===== config.mk =====
export PLATFORM = sky130hd
export DESIGN_NAME = quote_paren_line_tokenizer_flat
export DESIGN_NICKNAME = d
export VERILOG_FILES = /design/src/sv/qplt_pkg.sv /design/src/sv/qplt_if.sv /design/src/sv/qplt_scan.sv /design/src/sv/qplt_outbuf.sv /design/src/sv/quote_paren_line_tokenizer.sv /design/src/flat_wrapper.sv
export SDC_FILE = /design/constraint.sdc
export NUM_CORES = 1
export LEC_CHECK = 0
export BUFFER_PORTS_ARGS = -buffer_cell sky130_fd_sc_hd__buf_4
export CAP_MARGIN = 25
export CORE_MARGIN = 2
export CORE_UTILIZATION = 35
export CTS_BUF_LIST = sky130_fd_sc_hd__clkbuf_4 sky130_fd_sc_hd__clkbuf_8
export DETAILED_ROUTE_END_ITERATION = 16
export SETUP_SLACK_MARGIN = 0.02
export SYNTH_ARGS = -nofsm -noshare
export SYNTH_HDL_FRONTEND = slang
export SYNTH_HIERARCHICAL = 1
export SYNTH_SLANG_ARGS = --single-unit

===== constraint.sdc =====
create_clock -name clk_i -period 6.35 [get_ports clk_i]
set_clock_uncertainty 0.1 [all_clocks]
set_input_delay 0.3175 -clock clk_i [delete_from_list [all_inputs] [get_ports clk_i]]
set_output_delay 0.3175 -clock clk_i [all_outputs]
set_load 0.03 [all_outputs]

===== src/sv/qplt_pkg.sv =====
// Shared types, codes and helpers of the quote and parenthesis line tokenizer.
package qplt_pkg;

  // Results one input byte can cause at most
  localparam int unsigned MaxRes = 3;

  // Byte codes that steer the scanner
  localparam logic [7:0] ChQuote = 8'h22;
  localparam logic [7:0] ChOpen  = 8'h28;
  localparam logic [7:0] ChClose = 8'h29;
  localparam logic [7:0] ChSpace = 8'h20;
  localparam logic [7:0] ChTab   = 8'h09;
  localparam logic [7:0] ChCr    = 8'h0D;
  localparam logic [7:0] CountMax = 8'hFF;

  // Scanner state, one-hot
  typedef enum logic [3:0] {
    MODE_IDLE  = 4'b0001,
    MODE_REG   = 4'b0010,
    MODE_QUOTE = 4'b0100,
    MODE_PAREN = 4'b1000
  } mode_e;

  typedef enum logic [1:0] {
    KIND_DATA = 2'd0,
    KIND_DONE = 2'd1,
    KIND_DROP = 2'd2,
    KIND_LINE = 2'd3
  } kind_e;

  typedef enum logic [1:0] {
    TYPE_REG   = 2'd0,
    TYPE_QUOTE = 2'd1,
    TYPE_PAREN = 2'd2
  } tok_type_e;

  typedef struct packed {
    logic [7:0] out_byte;
    kind_e      out_kind;
    tok_type_e  tok_type;
    logic [7:0] tok_count;
    logic       run_last;
  } result_t;

  // All results of one byte, handed from the scanner to the output buffer
  typedef struct packed {
    result_t [MaxRes-1:0] res;
    logic [1:0]           num;
  } step_t;

  function automatic logic is_blank(logic [7:0] c);
    return ((c >= ChTab) && (c <= ChCr)) || (c == ChSpace);
  endfunction

  function automatic result_t mk_res(logic [7:0] b, kind_e k, tok_type_e t,
                                     logic [7:0] cnt);
    result_t r;
    r.out_byte  = b;
    r.out_kind  = k;
    r.tok_type  = t;
    r.tok_count = cnt;
    r.run_last  = 1'b0;
    return r;
  endfunction

endpackage


===== src/sv/qplt_if.sv =====
// Handshake channels for input bytes and result words of the tokenizer.
interface qplt_in_if;
  logic       valid;
  logic       ready;
  logic [7:0] ch;
  logic       line_end;

  modport source (output valid, output ch, output line_end, input ready);
  modport sink (input valid, input ch, input line_end, output ready);
endinterface

interface qplt_out_if;
  logic       valid;
  logic       ready;
  logic [7:0] out_byte;
  logic [1:0] out_kind;
  logic [1:0] tok_type;
  logic [7:0] tok_count;
  logic       run_last;

  modport source (output valid, output out_byte, output out_kind, output tok_type,
                  output tok_count, output run_last, input ready);
  modport sink (input valid, input out_byte, input out_kind, input tok_type,
                input tok_count, input run_last, output ready);
endinterface


===== src/sv/qplt_scan.sv =====
// Scanner state and per-byte next-state and result logic.
module qplt_scan
  import qplt_pkg::*;
#(
  parameter int unsigned DEPTH_BITS = 8
) (
  input  logic       clk_i,
  input  logic       rst_ni,
  input  logic       accept_i,
  input  logic [7:0] ch_i,
  input  logic       line_end_i,
  output step_t      step_o
);

  localparam logic [DEPTH_BITS-1:0] DepthMax = {DEPTH_BITS{1'b1}};
  localparam logic [DEPTH_BITS-1:0] DepthOne = DEPTH_BITS'(1);

  mode_e                 mode_q, mode_d;
  logic [DEPTH_BITS-1:0] depth_q, depth_d;
  logic [7:0]            total_q, total_d;

  // Work out the results and next state for the byte on offer
  always_comb begin
    result_t [MaxRes-1:0] res;
    logic [1:0]           n;
    res     = '0;
    n       = 2'd0;
    mode_d  = mode_q;
    depth_d = depth_q;
    total_d = total_q;

    unique case (mode_q)
      MODE_IDLE: begin
        if (is_blank(ch_i)) begin
          mode_d = MODE_IDLE;
        end else if (ch_i == ChQuote) begin
          mode_d = MODE_QUOTE;
        end else if (ch_i == ChOpen) begin
          mode_d  = MODE_PAREN;
          depth_d = DepthOne;
          res[n]  = mk_res(ch_i, KIND_DATA, TYPE_PAREN, 8'd0);
          n       = n + 2'd1;
        end else begin
          mode_d = MODE_REG;
          res[n] = mk_res(ch_i, KIND_DATA, TYPE_REG, 8'd0);
          n      = n + 2'd1;
        end
      end
      MODE_REG: begin
        if (is_blank(ch_i)) begin
          if (total_d != CountMax) total_d = total_d + 8'd1;
          mode_d = MODE_IDLE;
          res[n] = mk_res(8'd0, KIND_DONE, TYPE_REG, 8'd0);
        end else begin
          res[n] = mk_res(ch_i, KIND_DATA, TYPE_REG, 8'd0);
        end
        n = n + 2'd1;
      end
      MODE_QUOTE: begin
        if (ch_i == ChQuote) begin
          if (total_d != CountMax) total_d = total_d + 8'd1;
          mode_d = MODE_IDLE;
          res[n] = mk_res(8'd0, KIND_DONE, TYPE_QUOTE, 8'd0);
        end else begin
          res[n] = mk_res(ch_i, KIND_DATA, TYPE_QUOTE, 8'd0);
        end
        n = n + 2'd1;
      end
      MODE_PAREN: begin
        res[n] = mk_res(ch_i, KIND_DATA, TYPE_PAREN, 8'd0);
        n      = n + 2'd1;
        // Track nesting, saturating at both ends
        if (ch_i == ChOpen) begin
          if (depth_q != DepthMax) depth_d = depth_q + DepthOne;
        end else if (ch_i == ChClose) begin
          if (depth_q != '0) depth_d = depth_q - DepthOne;
        end
        if (depth_d == '0) begin
          if (total_d != CountMax) total_d = total_d + 8'd1;
          mode_d = MODE_IDLE;
          res[n] = mk_res(8'd0, KIND_DONE, TYPE_PAREN, 8'd0);
          n      = n + 2'd1;
        end
      end
      default: begin
        mode_d = MODE_IDLE;
      end
    endcase

    // Close any open token at line end, then report the line
    if (line_end_i) begin
      unique case (mode_d)
        MODE_REG: begin
          if (total_d != CountMax) total_d = total_d + 8'd1;
          res[n] = mk_res(8'd0, KIND_DONE, TYPE_REG, 8'd0);
          n      = n + 2'd1;
        end
        MODE_QUOTE: begin
          res[n] = mk_res(8'd0, KIND_DROP, TYPE_QUOTE, 8'd0);
          n      = n + 2'd1;
        end
        MODE_PAREN: begin
          if (total_d != CountMax) total_d = total_d + 8'd1;
          res[n] = mk_res(8'd0, KIND_DONE, TYPE_PAREN, 8'd0);
          n      = n + 2'd1;
        end
        default: begin
          n = n;
        end
      endcase
      res[n]  = mk_res(8'd0, KIND_LINE, TYPE_REG, total_d);
      n       = n + 2'd1;
      mode_d  = MODE_IDLE;
      depth_d = '0;
      total_d = 8'd0;
    end

    // Flag the final word of this byte
    if (n != 2'd0) res[n - 2'd1].run_last = 1'b1;

    step_o.res = res;
    step_o.num = n;
  end

  // Advance the state on an accepted byte
  always_ff @(posedge clk_i or negedge rst_ni) begin
    if (!rst_ni) begin
      mode_q  <= MODE_IDLE;
      depth_q <= '0;
      total_q <= 8'd0;
    end else if (accept_i) begin
      mode_q  <= mode_d;
      depth_q <= depth_d;
      total_q <= total_d;
    end
  end

endmodule


===== src/sv/qplt_outbuf.sv =====
// Result buffer that holds the words of one byte and hands them out in order.
module qplt_outbuf
  import qplt_pkg::*;
(
  input  logic       clk_i,
  input  logic       rst_ni,
  input  logic       load_i,
  input  step_t      step_i,
  output logic       can_load_o,
  qplt_out_if.source out_o
);

  result_t [MaxRes-1:0] buf_q;
  logic [1:0]           cnt_q, cnt_d;
  logic [1:0]           rd_q, rd_d;
  logic                 pop;
  result_t              head;

  assign head = buf_q[rd_q];
  assign pop  = out_o.valid && out_o.ready;

  // Take a new byte once the last held word leaves this cycle
  assign can_load_o = (cnt_q == 2'd0) || ((cnt_q == 2'd1) && out_o.ready);

  assign out_o.valid     = (cnt_q != 2'd0);
  assign out_o.out_byte  = head.out_byte;
  assign out_o.out_kind  = head.out_kind;
  assign out_o.tok_type  = head.tok_type;
  assign out_o.tok_count = head.tok_count;
  assign out_o.run_last  = head.run_last;

  always_comb begin
    cnt_d = cnt_q;
    rd_d  = rd_q;
    if (load_i) begin
      cnt_d = step_i.num;
      rd_d  = 2'd0;
    end else if (pop) begin
      cnt_d = cnt_q - 2'd1;
      rd_d  = rd_q + 2'd1;
    end
  end

  // Hold the words of the latest byte
  always_ff @(posedge clk_i) begin
    if (load_i) begin
      buf_q <= step_i.res;
    end
  end

  always_ff @(posedge clk_i or negedge rst_ni) begin
    if (!rst_ni) begin
      cnt_q <= 2'd0;
      rd_q  <= 2'd0;
    end else begin
      cnt_q <= cnt_d;
      rd_q  <= rd_d;
    end
  end

endmodule


===== src/sv/quote_paren_line_tokenizer.sv =====
// The first result word of a byte appears in the cycle after the byte is taken.
// One byte per cycle while each byte yields at most one word and the output is ready;
// a byte with more words holds the input until the single-word output port takes its last.
// Words waiting on a stalled output are held in a three-entry result buffer.
// Reset (rst_ni low, asynchronous) empties the buffer and returns to between tokens.
module quote_paren_line_tokenizer
  import qplt_pkg::*;
#(
  parameter int unsigned DEPTH_BITS = 8
) (
  input  logic      clk_i,
  input  logic      rst_ni,
  qplt_in_if.sink   in_i,
  qplt_out_if.source out_o
);

  logic  accept;
  logic  can_load;
  step_t step;

  assign in_i.ready = can_load;
  assign accept     = in_i.valid && can_load;

  qplt_scan #(
    .DEPTH_BITS(DEPTH_BITS)
  ) u_scan (
    .clk_i     (clk_i),
    .rst_ni    (rst_ni),
    .accept_i  (accept),
    .ch_i      (in_i.ch),
    .line_end_i(in_i.line_end),
    .step_o    (step)
  );

  qplt_outbuf u_outbuf (
    .clk_i     (clk_i),
    .rst_ni    (rst_ni),
    .load_i    (accept),
    .step_i    (step),
    .can_load_o(can_load),
    .out_o     (out_o)
  );

endmodule


===== src/flat_wrapper.sv =====
// flat-port wrapper written by rule: the top's interface ports become plain ports
module quote_paren_line_tokenizer_flat import qplt_pkg::*;
#(
  parameter int unsigned DEPTH_BITS = 8
)
  (clk_i, rst_ni, in_i_valid, in_i_ch, in_i_line_end, in_i_ready, out_o_valid, out_o_out_byte, out_o_out_kind, out_o_tok_type, out_o_tok_count, out_o_run_last, out_o_ready);
  qplt_in_if in_i_i ();
  qplt_out_if out_o_i ();
  input  logic clk_i;
  input  logic rst_ni;
  input wire logic [$bits(in_i_i.valid)-1:0] in_i_valid;
  input wire logic [$bits(in_i_i.ch)-1:0] in_i_ch;
  input wire logic [$bits(in_i_i.line_end)-1:0] in_i_line_end;
  output wire logic [$bits(in_i_i.ready)-1:0] in_i_ready;
  output wire logic [$bits(out_o_i.valid)-1:0] out_o_valid;
  output wire logic [$bits(out_o_i.out_byte)-1:0] out_o_out_byte;
  output wire logic [$bits(out_o_i.out_kind)-1:0] out_o_out_kind;
  output wire logic [$bits(out_o_i.tok_type)-1:0] out_o_tok_type;
  output wire logic [$bits(out_o_i.tok_count)-1:0] out_o_tok_count;
  output wire logic [$bits(out_o_i.run_last)-1:0] out_o_run_last;
  input wire logic [$bits(out_o_i.ready)-1:0] out_o_ready;
  assign in_i_i.valid = in_i_valid;
  assign in_i_i.ch = in_i_ch;
  assign in_i_i.line_end = in_i_line_end;
  assign in_i_ready = in_i_i.ready;
  assign out_o_valid = out_o_i.valid;
  assign out_o_out_byte = out_o_i.out_byte;
  assign out_o_out_kind = out_o_i.out_kind;
  assign out_o_tok_type = out_o_i.tok_type;
  assign out_o_tok_count = out_o_i.tok_count;
  assign out_o_run_last = out_o_i.run_last;
  assign out_o_i.ready = out_o_ready;
  quote_paren_line_tokenizer #(.DEPTH_BITS(DEPTH_BITS)) u_core (.clk_i(clk_i), .rst_ni(rst_ni), .in_i(in_i_i), .out_o(out_o_i));
endmodule

==> impl_results.md <==
- Period utilization: 87.8%
- Die width: 132 µm
- Met1 Use GR: 21.6%
- Reg area: 2490 µm²
- Pre-antenna DRT Iters: 5
- Busiest grt layer: met2
- Filler cells: 1578
- LEAKAGE: 2.34 nW
- Area of the core: 15900 µm²
- Synth area leader: edfxtp_1
- Pin count of the biggest net entering global routing: 80
- NumNets Final: 646
- Distinct cells, synth: 81
- Element type at the critical path end: flop
- Root Buffer: clkbuf_8
- Worst slew margin: 28.3%
- Syn avg cell area: 9.46 µm²
- Clock Tree Buf Depth: 2
- DP Area: 6020 µm²
- Share of cells above drive strength 1: 13.9%
- Ant diodes: 0
- Sequential area share after synthesis: 43.6%
- F_max: 0.179 GHz
- Initial Util: 35.9%
- Post-synthesis cell count: 605
- Area delta synth->final: 9.09%
- CTS tree: done
- Die footprint: 17400 µm²
- Outcome: completed
- Met2 Use GR: 25.9%
- Grt ovf: 0
- Die Y: 132 µm
- Clock sink total: 87
- Vias: 4627
- 1st-iter DRT viols: 393
- RSZ-0062 raised after global routing: no
- Drc violations: 0
- TNS Setup: 0 ns
- CP startpoint kind: flop
- Slew @ Worst Pin: 1.06 ns
- Yosys Warn Count: 6
- Critical Path Fanout Max: 13
- Initial antenna violation count: 0
- First-pass GRT wire length: 22.8 mm
- Worst Hold Class: input pin to flop
- Crit path kind: flop to flop
- Top post-synthesis cells by area: edfxtp_1 (33%), dfrtp_1 (10%), mux2i_1 (4.5%)
- Routability Congestion: 0.878
- GR Util met3: 3.08%
- Site Rows: 46
- PostCTS Resize Cnt: 0
- I/O Buffers: 35
- GRT Overall Usage: 16.0%
- Final Slew Violations: 0
- Flops & latches, synth: 87
- Dpl hpwl: 9.56 mm
- Vias/cell: 5.49
- Post-Synthesis Cell Area: 5720 µm²
- Htree depth: 3
- Asr flop ratio synth: 27.6%
- Min Tclk post-route: 5.57 ns
- Maximum VDD drop: 200 µV
- P per Cell Area: 411 nW/µm²
- Top cell type's share of synthesized area: 33.0%
- Clock input transition at the sequential cells of the worst setup and hold paths: 0.09 ns
- Post-route ant nets: 0
- Post-DR wirelength/cell: 16.3 µm
- Post-synth EDFFs: 63
- Cts bufs inserted: 9
- Vias in the first global route: 4333
- Final setup margin: 0.775 ns
- Worst Path Required: 6.35 ns
- Worst-Skew Late Latency: 0.37 ns
- Setup violations, final: 0
- Final Hold Fails: 0
- Ys flop type: edfxtp_1
- Max_cap viols: 0
- Pre-CTS WS: 0.958 ns
- Design Area, Final: 6240 µm²
- Final wirelength: 13.8 mm
- I/O pin total: 36
- Multi-input gate area: 2860 µm²
- Arr. time, crit path: 5.58 ns
[report_power, final]
group	internal, mW	switching (mW)
clock network	0.219	0.202
logic	0.433	0.817
registers	0.805	0.0882
[layer usage]
layer / up-vias / share of wire (%)
met3: 15 / 4.6
met2: 138 / 47
met4: 0 / 1.7
met5: - / 0
met1: 2249 / 46
li1: 2225 / -
[worst paths after layout]
| path | startpoint | endpoint | slack, ns | depth (start not counted) |
|---|---|---|---|---|
| max | u_core/u_scan/depth_q[1]$_DFFE_PN0P_ | u_core/u_outbuf/buf_q[5]$_DFFE_PP_ | 0.78 | 18 |
| min | in_i_line_end | u_core/u_scan/total_q[0]$_DFFE_PN0P_ | 0.19 | 2 |
| max reg2reg | u_core/u_scan/depth_q[1]$_DFFE_PN0P_ | u_core/u_outbuf/buf_q[5]$_DFFE_PP_ | 0.78 | 18 |
| min reg2reg | u_core/u_outbuf/cnt_q[0]$_DFFE_PN0P_ | u_core/u_outbuf/cnt_q[0]$_DFFE_PN0P_ | 0.51 | 2 |
| max in group asynchronous | rst_ni | u_core/u_scan/mode_q[0]$_DFFE_PN1P_ | 5.53 | 2 |
| min in group asynchronous | rst_ni | u_core/u_scan/depth_q[7]$_DFFE_PN0P_ | 0.30 | 2 |
[per-stage QoR]
step / hold slack, ns / cells / util [%] / total power [mW]
finish: 0.187 / 843 / 39.2 / 2.56
global route: 0.177 / 843 / 39.2 / 2.73
CTS: 0.160 / 843 / 39.2 / 2.58
detailed placement: 0.176 / 827 / 37.8 / 2.16
global placement: 0.177 / 827 / 37.8 / 2.13
floorplan: -0.0781 / 620 / - / 1.81
[registers in the layout, summed over array words and instances, names as in the netlist]
register / cells
u_core/u_scan/mode_q: 4
u_core/u_outbuf/rd_q: 2
u_core/u_outbuf/cnt_q: 2
u_core/u_scan/total_q: 8
u_core/u_scan/depth_q: 8
u_core/u_outbuf/buf_q: 63
[what timing repair did]
item	CTS	global route
endpoints found under the hold margin	23	0
endpoints found under the setup margin	0	0
buffers inserted	0	0
hold buffers	1	0
[synth_stat cells, drive strengths merged, types with 5 or more instances]
cell    instances
a21oi          34
a31oi          11
and2            5
and3            6
buf            31
clkbuf         16
dfrtp          23
edfxtp         63
ha             10
inv            30
mux2            5
mux2i          26
nand2          62
nand3          16
nand4           8
nor2           68
nor2b           8
nor3           12
nor4            6
o211ai          5
o21a            6
o21ai          53
o22ai          13
o31ai           9
xnor2           6
[cell usage in the layout (no fill, tap or decap), types with 7 or more instances in the layout]
master	netlist	routed
nor2_1	66	66
edfxtp_1	63	63
nand2_1	61	61
buf_4	17	38
a21oi_1	33	33
inv_1	29	29
o21ai_0	28	28
mux2i_1	26	26
o21ai_1	23	23
dfrtp_1	23	23
nand3_1	16	16
conb_1	1	16
o22ai_1	13	13
a31oi_1	11	11
nor3_1	11	11
ha_1	10	10
clkbuf_8	0	9
nand4_1	8	8
o31ai_1	7	7
[logic make-up after synthesis]
group           Yosys count  share of synthesized area [%]
simple gates            220                           19.8
xor+xnor                 10                           1.53
other cells               1                         0.0655
mux                      31                           5.66
flops                    87                           43.6
compound gates          168                           19.6
fa+ha+maj                10                           2.19
buf+inv                  78                           7.56
[critical path, stage by stage, from the launching register on]
cell and delay (ns):
dfrtp_1 0.58, ha_1 0.31, and3_1 0.27, nor2b_1 0.23, mux2_2 0.35, o31ai_1 0.27, nand2_1 0.09, or4b_1 0.83
inv_4 0.24, o32ai_1 0.13, nor2_1 0.27, inv_1 0.11, ha_1 0.28, nand3_1 0.09, a21oi_1 0.04, a41oi_1 0.40
nor3_1 0.13, nor4_1 0.45, nor3_1 0.12
[layout make-up]
class	count	share of cell area [%]
multi-input cells	455	45.7
well taps	216	4.33
clock inverters	6	1.38
inverters	31	1.90
clock buffers	9	1.98
flip-flops and latches	87	39.9
repair buffers	39	4.73
(Power assumes the default switching activity.)
